**src/sv/dmr_pkg.sv**
```systemverilog
`timescale 1ns / 1ps

package dmr_pkg;

	localparam int DEF_MAX_WIDTH  = 256;
	localparam int DEF_MAX_HEIGHT = 256;
	localparam int DEF_MAX_WINDOW = 256;
	localparam int DEF_FRAC_BITS  = 6;

	localparam int NUM_COLORS  = 3;
	localparam int CFG_W       = 9;
	localparam int POS_W       = 8;
	localparam int COL_W       = 8;
	localparam int SHIFT_W     = 16;
	localparam int SH_ADDR_W   = 17;
	localparam int QUEUE_DEPTH = 4;
	localparam int PEND_MAX    = 10;

	localparam logic [CFG_W-1:0] WIDTH_RST  = 9'd256;
	localparam logic [CFG_W-1:0] HEIGHT_RST = 9'd256;
	localparam logic [CFG_W-1:0] SIDE_RST   = 9'd230;

	localparam logic [1:0] REG_IMAGE_WIDTH  = 2'd0;
	localparam logic [1:0] REG_IMAGE_HEIGHT = 2'd1;
	localparam logic [1:0] REG_WINDOW_SIDE  = 2'd2;

	localparam logic [1:0] REQ_PIXEL = 2'd0;
	localparam logic [1:0] REQ_SHIFT = 2'd1;
	localparam logic [1:0] REQ_QUERY = 2'd2;

	typedef enum logic [1:0] {
		K_PIX,
		K_SHIFT,
		K_ZERO,
		K_QUERY
	} kind_t;

	typedef struct packed {
		logic [1:0]               req_type;
		logic [POS_W-1:0]         pos_x;
		logic [POS_W-1:0]         pos_y;
		logic [COL_W-1:0]         in_red;
		logic [COL_W-1:0]         in_green;
		logic [COL_W-1:0]         in_blue;
		logic signed [SHIFT_W-1:0] shift_x;
		logic signed [SHIFT_W-1:0] shift_y;
	} in_item_t;

	typedef struct packed {
		logic [COL_W-1:0] out_red;
		logic [COL_W-1:0] out_green;
		logic [COL_W-1:0] out_blue;
	} out_item_t;

	typedef struct packed {
		logic [1:0]       addr;
		logic [CFG_W-1:0] wdata;
	} cfg_item_t;

	typedef struct packed {
		kind_t                    kind;
		logic [POS_W-1:0]         pos_x;
		logic [POS_W-1:0]         pos_y;
		logic [3*COL_W-1:0]       rgb;
		logic [2*SHIFT_W-1:0]     shift;
		logic [SH_ADDR_W-1:0]     sh_addr;
		logic                     in_win;
	} cmd_t;

	typedef struct packed {
		logic [CFG_W-1:0] w_max;
		logic [CFG_W-1:0] h_max;
	} geom_t;

	typedef struct packed {
		logic full;
		logic empty;
	} q_status_t;

	function automatic logic [CFG_W-1:0] sat_size(input logic [CFG_W-1:0] v, input int hi);
		if (v == '0) return CFG_W'(1);
		if (int'(v) > hi) return CFG_W'(hi);
		return v;
	endfunction

endpackage

```
**src/sv/dmr_fifo.sv**
```systemverilog
`timescale 1ns / 1ps

module dmr_fifo (
	input  logic               clk,
	input  logic               arst_n,
	input  logic               push,
	input  dmr_pkg::cmd_t      wr_cmd,
	input  logic               pop,
	output dmr_pkg::cmd_t      head,
	output dmr_pkg::q_status_t qstat
);
	import dmr_pkg::*;

	localparam int PTR_W = $clog2(QUEUE_DEPTH);
	localparam int CNT_W = $clog2(QUEUE_DEPTH + 1);

	cmd_t             mem_q [QUEUE_DEPTH];
	logic [PTR_W-1:0] wr_q, rd_q;
	logic [CNT_W-1:0] cnt_q;

	always_ff @(posedge clk or negedge arst_n) begin
		if (!arst_n) begin
			wr_q  <= '0;
			rd_q  <= '0;
			cnt_q <= '0;
		end else begin
			if (push) begin
				wr_q <= (wr_q == PTR_W'(QUEUE_DEPTH - 1)) ? '0 : wr_q + PTR_W'(1);
			end
			if (pop) begin
				rd_q <= (rd_q == PTR_W'(QUEUE_DEPTH - 1)) ? '0 : rd_q + PTR_W'(1);
			end
			if (push && !pop) begin
				cnt_q <= cnt_q + CNT_W'(1);
			end else if (pop && !push) begin
				cnt_q <= cnt_q - CNT_W'(1);
			end
		end
	end

	always_ff @(posedge clk) begin
		if (push) begin
			mem_q[wr_q] <= wr_cmd;
		end
	end

	assign head        = mem_q[rd_q];
	assign qstat.full  = (cnt_q == CNT_W'(QUEUE_DEPTH));
	assign qstat.empty = (cnt_q == '0);
endmodule

```
**config.mk**
```make
export PLATFORM = sky130hd
export DESIGN_NAME = dmr_fifo
export DESIGN_NICKNAME = d
export VERILOG_FILES = /design/src/sv/dmr_pkg.sv /design/src/sv/dmr_fifo.sv
export SDC_FILE = /design/constraint.sdc
export NUM_CORES = 1
export LEC_CHECK = 0
export ABC_AREA = 1
export CORE_UTILIZATION = 45
export CTS_CLUSTER_SIZE = 12
export DETAILED_ROUTE_END_ITERATION = 8
export DONT_BUFFER_PORTS = 1
export PLACE_DENSITY = 0.59
export SYNTH_ARGS = -nofsm -noshare
export SYNTH_HDL_FRONTEND = slang
export SYNTH_SLANG_ARGS = --single-unit
```
**constraint.sdc**
```tcl
create_clock -name clk -period 3.9 [get_ports clk]
set_input_delay 0.39 -clock clk [delete_from_list [all_inputs] [get_ports clk]]
set_output_delay 0.39 -clock clk [all_outputs]
set_load 0.03 [all_outputs]
```
==> metrics.txt, run 1 <==
# TYPE chip_impl_metric gauge
chip_impl_metric{name="insertion_delay",unit="ps"} 520
chip_impl_metric{name="die_extent_in_x",unit="µm"} 184.0
chip_impl_metric{name="crit_path_max_cell_delay",unit="ps"} 540
chip_impl_metric{name="yosys_register_bits",unit=""} 375
chip_impl_info{name="crit_path_start",value="rd_q[0]"} 1
chip_impl_metric{name="drv_slew",unit=""} 0
chip_impl_metric{name="cts_made_buffers",unit=""} 40
chip_impl_metric{name="ys_async_sr_fraction",unit=""} 0.01867
chip_impl_metric{name="pin_count",unit=""} 190
chip_impl_metric{name="grt_max_degree",unit=""} 134
chip_impl_metric{name="cts.clk_slew.worst_paths",unit="ps"} 60
chip_impl_metric{name="numClockSinks",unit=""} 375
chip_impl_metric{name="synth.net_count",unit=""} 1228
chip_impl_metric{name="routed_wl",unit="µm"} 27550
chip_impl_metric{name="grt.overflow.total",unit=""} 0
chip_impl_metric{name="synth_compound_gate_area_share",unit=""} 0.09401
chip_impl_info{name="worst_path_max_delay_cell",value="sky130_fd_sc_hd__inv_8"} 1
chip_impl_metric{name="worst_slew_margin_rel",unit=""} 0.4077
chip_impl_metric{name="cts-resized-gates",unit=""} 0
chip_impl_metric{name="initialDrtViolationCount",unit=""} 434
chip_impl_metric{name="maximum_clock_frequency",unit="MHz"} 353.1
chip_impl_metric{name="hpwl",unit="µm"} 15250
chip_impl_metric{name="nets",unit=""} 1318
chip_impl_metric{name="maxCapViolations",unit=""} 0
chip_impl_metric{name="final_layout_size_suffix_gt1_frac",unit=""} 0.05471
chip_impl_metric{name="global_route_wire_length_before_repair",unit="µm"} 42720
chip_impl_metric{name="finalSetupViolCount",unit=""} 0
chip_impl_info{name="r2r_end",value="mem_q[0][44]"} 1
chip_impl_metric{name="pre_cts_ws",unit="ps"} 1613
chip_impl_metric{name="clock_skew",unit="ps"} 17.35
chip_impl_info{name="run_status",value="completed"} 1
chip_impl_metric{name="hold_slack",unit="ps"} 138.2
chip_impl_metric{name="syn_area_per_cell",unit="µm²"} 13.25
chip_impl_metric{name="core_area",unit="µm²"} 32540
chip_impl_metric{name="distinct_cells_synth",unit=""} 18
chip_impl_metric{name="period_share",unit=""} 0.7261
chip_impl_metric{name="synth-simple-area-share",unit=""} 0.07521
chip_impl_info{name="worst_hold_startpoint",value="push"} 1
chip_impl_metric{name="synth-edff-count",unit=""} 368
chip_impl_info{name="synth.most_common_cell",value="sky130_fd_sc_hd__edfxtp_1"} 1
chip_impl_metric{name="arrival",unit="ps"} 2440
chip_impl_metric{name="gp_congestion",unit=""} 0.7062
chip_impl_metric{name="worst_hold_path.num_cells",unit=""} 2
chip_impl_info{name="whs_endpoint",value="cnt_q[0]"} 1
chip_impl_metric{name="peak_vdd_ir",unit="µV"} 423.6
chip_impl_info{name="clock_tree_from_tritoncts",value="done"} 1
chip_impl_metric{name="finalHoldViolations",unit=""} 0
chip_impl_metric{name="finalCriticalPeriod",unit="ps"} 2832
chip_impl_info{name="synth_top_family_by_area",value="compound AO/OA/AOI/OAI gates"} 1
chip_impl_metric{name="reg2reg_depth",unit=""} 5
chip_impl_info{name="synth.top_cells.by_area",value="sky130_fd_sc_hd__edfxtp_1, sky130_fd_sc_hd__o211ai_1, sky130_fd_sc_hd__nand2_1"} 1
chip_impl_metric{name="worst_slew_pin_slew",unit="ps"} 881.6
chip_impl_info{name="regToRegStartpoint",value="wr_q[0]"} 1
chip_impl_metric{name="leak",unit="nW"} 6.687
chip_impl_info{name="rsz_0062_raised_after_global_routing",value="false"} 1
chip_impl_metric{name="drc_errors",unit=""} 0
chip_impl_info{name="dominantRegCellSynth",value="sky130_fd_sc_hd__edfxtp_1"} 1
chip_impl_metric{name="placedInstanceArea",unit="µm²"} 15350
chip_impl_metric{name="synthesis.area",unit="µm²"} 14910
chip_impl_metric{name="postLayoutSetupSlackWorst",unit="ps"} 1068
chip_impl_metric{name="cts-htree-levels",unit=""} 2
chip_impl_info{name="worst_setup_path_start_kind",value="flop"} 1
chip_impl_metric{name="layout.core_utilization",unit=""} 0.5373
chip_impl_metric{name="number_of_global_route_vias_before_repair",unit=""} 8050
chip_impl_info{name="cpMostUsedCell",value="sky130_fd_sc_hd__nand2_1"} 1
chip_impl_metric{name="die_height",unit="µm"} 184.0
chip_impl_metric{name="cts_buffer_depth",unit=""} 3
chip_impl_metric{name="place.port_buffers",unit=""} 0
chip_impl_info{name="crit_path_cell_trace",value="inv_8 > buf_4 > nand2_1 > o211ai_1 > nand2_1"} 1
chip_impl_metric{name="grt_antenna_before_repair",unit=""} 1
chip_impl_metric{name="post_drt_wl_per_cell",unit="µm"} 16.35
chip_impl_info{name="clk_root_buffer_cell",value="sky130_fd_sc_hd__clkbuf_16"} 1
chip_impl_metric{name="antenna_diode_count",unit=""} 0
chip_impl_metric{name="syn-instance-count",unit=""} 1125
chip_impl_metric{name="synth_sequential_area_ratio",unit=""} 0.7531
chip_impl_metric{name="track_usage",unit=""} 0.1646
chip_impl_metric{name="avgViaCountPerCell",unit=""} 4.896
chip_impl_metric{name="cp_required",unit="ps"} 3510
chip_impl_metric{name="die_area",unit="µm²"} 33860
chip_impl_metric{name="setup_tns",unit="ps"} 0
chip_impl_metric{name="route.vias.total",unit=""} 8249
chip_impl_info{name="timing.hold.worst.class",value="in2reg"} 1
chip_impl_info{name="crit_type",value="reg2out"} 1
chip_impl_metric{name="detailedRoute.firstPassIterationCount",unit=""} 7
chip_impl_info{name="endpoint_kind",value="primary output"} 1
chip_impl_metric{name="yosys_warnings",unit=""} 0
chip_impl_metric{name="design_area",unit="µm²"} 17480
chip_impl_metric{name="start_util",unit=""} 0.4582
chip_impl_metric{name="critical_path.max_fanout",unit=""} 133
chip_impl_metric{name="placementRows",unit=""} 66
chip_impl_metric{name="layout_overhead_on_the_synthesized_area",unit="%"} 17.27
chip_impl_metric{name="synth-adder-area-share",unit=""} 0.006379
chip_impl_metric{name="power_density",unit="nW/µm²"} 743.9
chip_impl_metric{name="worst_r2r_setup_slack",unit="ps"} 1850
chip_impl_metric{name="final_antenna_net_count",unit=""} 0
chip_impl_info{name="synth_commonest_cells",value="sky130_fd_sc_hd__edfxtp_1, sky130_fd_sc_hd__nand2_1, sky130_fd_sc_hd__inv_1"} 1
chip_impl_metric{name="post_synth_xor_xnor_area",unit=""} 0.0005875
chip_impl_metric{name="area_share_of_the_largest_cell_type_after_synthesis",unit=""} 0.7413
chip_impl_info{name="synth_top_cell_by_area",value="sky130_fd_sc_hd__edfxtp_1"} 1
chip_impl_metric{name="muxShareOfSynthArea",unit=""} 0
==> power by group <==
part | leakage (nW) | switching [mW] | internal, mW
sequential | 3.46 | 0.241 | 5.17
combinational | 2.66 | 3.32 | 0.863
clock | 0.568 | 1.41 | 2.00
==> cells in the final DEF (no fill, tap or decap) <==
cell type / count
sky130_fd_sc_hd__dfrtp_1: 6
sky130_fd_sc_hd__dlygate4sd3_1: 95
sky130_fd_sc_hd__nor3_1: 2
sky130_fd_sc_hd__ha_1: 6
sky130_fd_sc_hd__xnor2_1: 1
sky130_fd_sc_hd__o21ai_0: 4
sky130_fd_sc_hd__edfxtp_1: 368
sky130_fd_sc_hd__clkinvlp_4: 1
sky130_fd_sc_hd__clkbuf_16: 41
sky130_fd_sc_hd__clkinv_2: 4
sky130_fd_sc_hd__inv_1: 191
sky130_fd_sc_hd__nand4_1: 1
sky130_fd_sc_hd__inv_8: 1
sky130_fd_sc_hd__bufinv_16: 1
sky130_fd_sc_hd__buf_12: 7
sky130_fd_sc_hd__nand3_1: 1
sky130_fd_sc_hd__inv_4: 4
sky130_fd_sc_hd__buf_4: 6
sky130_fd_sc_hd__clkbuf_1: 17
sky130_fd_sc_hd__fa_1: 1
sky130_fd_sc_hd__o211ai_1: 184
sky130_fd_sc_hd__inv_6: 2
sky130_fd_sc_hd__dfrtp_4: 1
sky130_fd_sc_hd__nor2_1: 2
sky130_fd_sc_hd__nand2_1: 291
sky130_fd_sc_hd__clkinv_1: 5
==> state kept, by name, indices dropped and copies added (netlist names) <==
signal  count
cnt_q       3
mem_q     368
rd_q        2
wr_q        2
==> routing by layer <==
| metal | part of all wire | GRT usage | vias up |
|---|---|---|---|
| met5 | 0.00047 | 0 | - |
| met4 | 0.019 | 0.04567 | 2 |
| met3 | 0.078 | 0.04913 | 38 |
| met2 | 0.49 | 0.2862 | 188 |
| met1 | 0.41 | 0.1981 | 3903 |
| li1 | - | - | 4118 |
==> critical path, delay by kind of cell, from the launching register on <==
kind	cells	cell delay (ps)
buffers and inverters	2	990
DFF	1	450
and+or+nand+nor	2	330
AOI/OAI and AO/OA	1	100
==> cells by family after synthesis <==
kind of cell	count (synthesis)
and+or+nand+nor	297
AOI/OAI and AO/OA	188
buffers and inverters	257
DFF	375
adders and majority gates	7
xor gates and xnor gates	1
==> layout make-up <==
cell class	count	area [µm²]
clock inverter	12	88.84
inverter	197	758.2
clock buffer	58	1090
fill	2665	15050
tap	442	553.0
multi-input combinational	493	2626
sequential	375	11230
timing repair buffer	108	1136
==> worst max path at each step <==
stage / cells past startpoint / slack (ps) / to
after floorplan: 4 / 1020 / mem_q[2][0]
after global placement: 4 / 1650 / head[88]
after detailed placement: 5 / 1610 / head[6]
after CTS: 5 / 1020 / head[18]
after global routing: 5 / 870 / head[2]
final: 5 / 1070 / head[18]
==> stage by stage <==
| step | total power, mW | instances |
|---|---|---|
| final | 13.00 | 1685 |
| after global routing | 13.74 | 1685 |
| after CTS | 13.20 | 1685 |
| after detailed placement | 9.662 | 1520 |
| after global placement | 9.600 | 1520 |
| after floorplan | 8.886 | 1125 |
==> what timing repair did <==
item | in CTS | in global routing
hold endpoints to repair | 379 | 0
hold buffers | 95 | 0
setup buffers | 0 | 0
Power figures use the tool's default switching activity.
==> run 2: changes to the inputs <==
- ABC_AREA: 1 -> 0
- PLACE_DENSITY: 0.59 -> 0.61
- clock period: 3.9 -> 2.4 ns (I/O delays scaled with it)
==> run 2 against run 1 <==
  * Register-to-register slack lost 1200 ps
  * Global-route usage shrank 0.35 points
  * Die area shrank 7.7%
  * Design area shrank 5.9%
  * Count of clock-buffer cells in the layout shrank 6
  * First-iteration DRC count shrank 19%
  * Sequential share of layout area grew 4.1 points
  * Sequential power grew 62%
  * Via count shrank 30%
  * Cell count shrank 37%
  * Worst hold slack lost 100 ps
==> metrics.txt, run 2 <==
# TYPE chip_impl_metric gauge
chip_impl_info{name="run_status",value="completed"} 1
chip_impl_info{name="synth.most_common_cell",value="sky130_fd_sc_hd__edfxtp_1"} 1
chip_impl_metric{name="pin_count",unit=""} 190
chip_impl_metric{name="place.port_buffers",unit=""} 0
chip_impl_info{name="rsz_0062_raised_after_global_routing",value="false"} 1
chip_impl_metric{name="peak_vdd_ir",unit="µV"} 703.1
chip_impl_info{name="crit_family",value="multiplexers"} 1
chip_impl_metric{name="finalSetupViolCount",unit=""} 0
chip_impl_metric{name="reg2reg_depth",unit=""} 4
chip_impl_info{name="clock_tree_from_tritoncts",value="done"} 1
chip_impl_metric{name="finalHoldViolations",unit=""} 0
chip_impl_metric{name="synth-edff-count",unit=""} 368
chip_impl_metric{name="post_drt_wl_per_cell",unit="µm"} 23.17
chip_impl_metric{name="placementRows",unit=""} 63
chip_impl_metric{name="cts_buffer_depth",unit=""} 3
chip_impl_info{name="reg.largest.list",value="mem_q x368, cnt_q x3"} 1
chip_impl_info{name="r2r_end",value="mem_q[0][73]"} 1
chip_impl_metric{name="grt_max_degree",unit=""} 40
chip_impl_metric{name="numClockSinks",unit=""} 375
chip_impl_info{name="synth.top_cells.by_area",value="sky130_fd_sc_hd__edfxtp_1, sky130_fd_sc_hd__mux4_2, sky130_fd_sc_hd__dfrtp_1"} 1
chip_impl_metric{name="arrival",unit="ps"} 2040
chip_impl_metric{name="syn_area_per_cell",unit="µm²"} 26.55
chip_impl_metric{name="layout_overhead_on_the_synthesized_area",unit="%"} 19.63
chip_impl_info{name="crit_path_cell_trace",value="buf_12 > mux4_2"} 1
chip_impl_metric{name="worst_hold_path.num_cells",unit=""} 2
chip_impl_metric{name="flip_flop_count_of_the_largest_register_after_layout",unit=""} 368
chip_impl_metric{name="leak",unit="nW"} 5.263
chip_impl_metric{name="core_area",unit="µm²"} 29870
chip_impl_metric{name="routed_wl",unit="µm"} 24660
chip_impl_metric{name="final_layout_size_suffix_gt1_frac",unit=""} 0.2433
chip_impl_metric{name="period_share",unit=""} 0.9483
chip_impl_metric{name="cts_made_buffers",unit=""} 39
chip_impl_info{name="whs_endpoint",value="cnt_q[0]"} 1
chip_impl_metric{name="cts-htree-levels",unit=""} 2
chip_impl_metric{name="syn-instance-count",unit=""} 518
chip_impl_metric{name="synthesis.area",unit="µm²"} 13750
chip_impl_info{name="dominantRegCellSynth",value="sky130_fd_sc_hd__edfxtp_1"} 1
chip_impl_metric{name="setup_tns",unit="ps"} 0
chip_impl_metric{name="antenna_diode_count",unit=""} 0
chip_impl_metric{name="cp.buffers_inverters",unit=""} 1
chip_impl_metric{name="hpwl",unit="µm"} 14360
chip_impl_info{name="clk_root_buffer_cell",value="sky130_fd_sc_hd__clkbuf_16"} 1
chip_impl_metric{name="maxCapViolations",unit=""} 0
chip_impl_metric{name="worst_slew_margin_rel",unit=""} 0.6681
chip_impl_metric{name="grt_antenna_before_repair",unit=""} 2
chip_impl_metric{name="worst_slew_pin_slew",unit="ps"} 497.8
chip_impl_metric{name="crit_path_max_cell_delay",unit="ps"} 660
chip_impl_info{name="endpoint_kind",value="primary output"} 1
chip_impl_metric{name="maximum_clock_frequency",unit="MHz"} 439.4
chip_impl_metric{name="grt.overflow.total",unit=""} 0
chip_impl_info{name="synth_commonest_cells",value="sky130_fd_sc_hd__edfxtp_1, sky130_fd_sc_hd__mux4_2, sky130_fd_sc_hd__buf_2"} 1
chip_impl_info{name="timing.hold.worst.class",value="in2reg"} 1
chip_impl_metric{name="dp.cells",unit=""} 904
chip_impl_metric{name="initialDrtViolationCount",unit=""} 353
chip_impl_metric{name="gp_congestion",unit=""} 0.7436
chip_impl_metric{name="nets",unit=""} 757
chip_impl_metric{name="dr_wl_met2",unit="µm"} 12100
chip_impl_info{name="layout_common_cells",value="sky130_fd_sc_hd__edfxtp_1, sky130_fd_sc_hd__dlygate4sd3_1, sky130_fd_sc_hd__mux4_2"} 1
chip_impl_metric{name="wirelength_met1",unit="µm"} 10140
chip_impl_metric{name="design_area",unit="µm²"} 16450
chip_impl_metric{name="ys_async_sr_fraction",unit=""} 0.01867
chip_impl_metric{name="start_util",unit=""} 0.4603
chip_impl_metric{name="route.vias.total",unit=""} 5791
chip_impl_metric{name="layoutNonFillerInstCount",unit=""} 1064
chip_impl_metric{name="finalCriticalPeriod",unit="ps"} 2276
chip_impl_info{name="worst_hold_startpoint",value="push"} 1
chip_impl_metric{name="clock_skew",unit="ps"} 11.72
chip_impl_metric{name="yosys_warnings",unit=""} 0
chip_impl_metric{name="avgViaCountPerCell",unit=""} 5.443
chip_impl_info{name="crit_type",value="reg2out"} 1
chip_impl_metric{name="drv_slew",unit=""} 0
chip_impl_info{name="largest-register",value="mem_q"} 1
chip_impl_metric{name="drc_errors",unit=""} 0
chip_impl_metric{name="number_of_global_route_vias_before_repair",unit=""} 6231
chip_impl_metric{name="worst_r2r_setup_slack",unit="ps"} 630
chip_impl_metric{name="cts.clk_slew.worst_paths",unit="ps"} 50
chip_impl_info{name="worst_setup_path_start_kind",value="flop"} 1
chip_impl_metric{name="power_density",unit="nW/µm²"} 1249
chip_impl_metric{name="yosys_register_bits",unit=""} 375
chip_impl_metric{name="synth_sequential_area_ratio",unit=""} 0.8164
chip_impl_metric{name="global_route_wire_length_before_repair",unit="µm"} 37150
chip_impl_info{name="worst_path_max_delay_cell",value="sky130_fd_sc_hd__mux4_2"} 1
chip_impl_info{name="layout_commonest_cell",value="sky130_fd_sc_hd__edfxtp_1"} 1
chip_impl_metric{name="detailedRoute.firstPassIterationCount",unit=""} 4
chip_impl_metric{name="final_antenna_net_count",unit=""} 0
chip_impl_info{name="top_layer_in_use",value="met5"} 1
chip_impl_metric{name="synth.net_count",unit=""} 621
chip_impl_metric{name="n_fill_cell",unit=""} 2184
chip_impl_metric{name="placedInstanceArea",unit="µm²"} 14340
chip_impl_metric{name="area_share_of_the_largest_cell_type_after_synthesis",unit=""} 0.8036
chip_impl_metric{name="die_height",unit="µm"} 176.8
chip_impl_metric{name="insertion_delay",unit="ps"} 510
chip_impl_info{name="regToRegStartpoint",value="wr_q[0]"} 1
chip_impl_metric{name="cp_required",unit="ps"} 2160
chip_impl_metric{name="wl_met3",unit="µm"} 1918
chip_impl_info{name="synth_top_cell_by_area",value="sky130_fd_sc_hd__edfxtp_1"} 1
chip_impl_metric{name="track_usage",unit=""} 0.1611
chip_impl_metric{name="die_area",unit="µm²"} 31260
chip_impl_metric{name="die_extent_in_x",unit="µm"} 176.8
chip_impl_metric{name="critical_path.max_fanout",unit=""} 24
chip_impl_metric{name="distinct_cells_synth",unit=""} 21
[run 2: metrics by stage]
stage	power [mW]	hold WS [ps]	util	setup slack (ps)
6_report	20.55	36.58	0.5506	124.2
4_1_cts	20.90	13.66	0.5506	81.46
3_5_place_dp	15.27	-55.02	0.4801	496.8
3_3_place_gp	15.16	-54.93	0.4801	493.5
5_1_grt	21.40	40.00	0.5506	48.17
2_1_floorplan	14.14	-55.59	-	198.5
[run 2: kinds of logic after synthesis]
family	Yosys count	synth area share
buffers and inverters	25	0.01683
adder cells (fa/ha/maj)	7	0.006915
AO/OA/AOI/OAI	2	0.0007280
AND/OR/NAND/NOR	11	0.004094
XOR/XNOR	3	0.001911
multiplexers	95	0.1531
flip-flops	375	0.8164
[run 2: routing by layer]
| metal | vias to the layer above | GRT usage |
|---|---|---|
| met1 | 3056 | 0.2076 |
| met5 | - | 0 |
| met2 | 189 | 0.2629 |
| li1 | 2498 | - |
| met4 | 4 | 0.04705 |
| met3 | 44 | 0.05090 |
[run 2: layout make-up]
cell class / instances / area (µm²) / area share
Clock buffer: 52 / 1067 / 0.06488
Clock inverter: 9 / 38.79 / 0.002358
Inverter: 4 / 15.01 / 0.0009128
Multi-Input combinational cell: 118 / 2303 / 0.1400
Sequential cell: 375 / 11230 / 0.6829
Tap cell: 390 / 488.0 / 0.02966
Timing Repair Buffer: 116 / 1304 / 0.07926
[run 2: where the power goes]
group	internal, mW	switching (mW)
sequential	8.40	0.391
combinational	2.26	4.24
clock	3.08	2.18
[run 2: what timing repair did]
action,4_1_cts,5_1_grt
hold buffers,95,0
setup buffers,4,0
hold endpoints to repair,379,0
setup endpoints to repair,76,0
gates resized for setup,0,0
[run 2: worst max-delay path by stage]
stage            start     endpoint  cells past startpoint
6_report       rd_q[0]      head[1]                      2
5_1_grt        rd_q[0]      head[1]                      2
4_1_cts        rd_q[0]      head[1]                      2
3_5_place_dp   rd_q[0]     head[85]                      2
3_3_place_gp   rd_q[0]      head[1]                      2
2_1_floorplan  wr_q[0]  mem_q[2][0]                      3
[run 2: worst reg2reg max path: stages (launching register included)]
cell and delay (ps):
sky130_fd_sc_hd__dfrtp_1 410, sky130_fd_sc_hd__inv_1 120, sky130_fd_sc_hd__ha_1 150, sky130_fd_sc_hd__and2_4 400
sky130_fd_sc_hd__buf_12 330
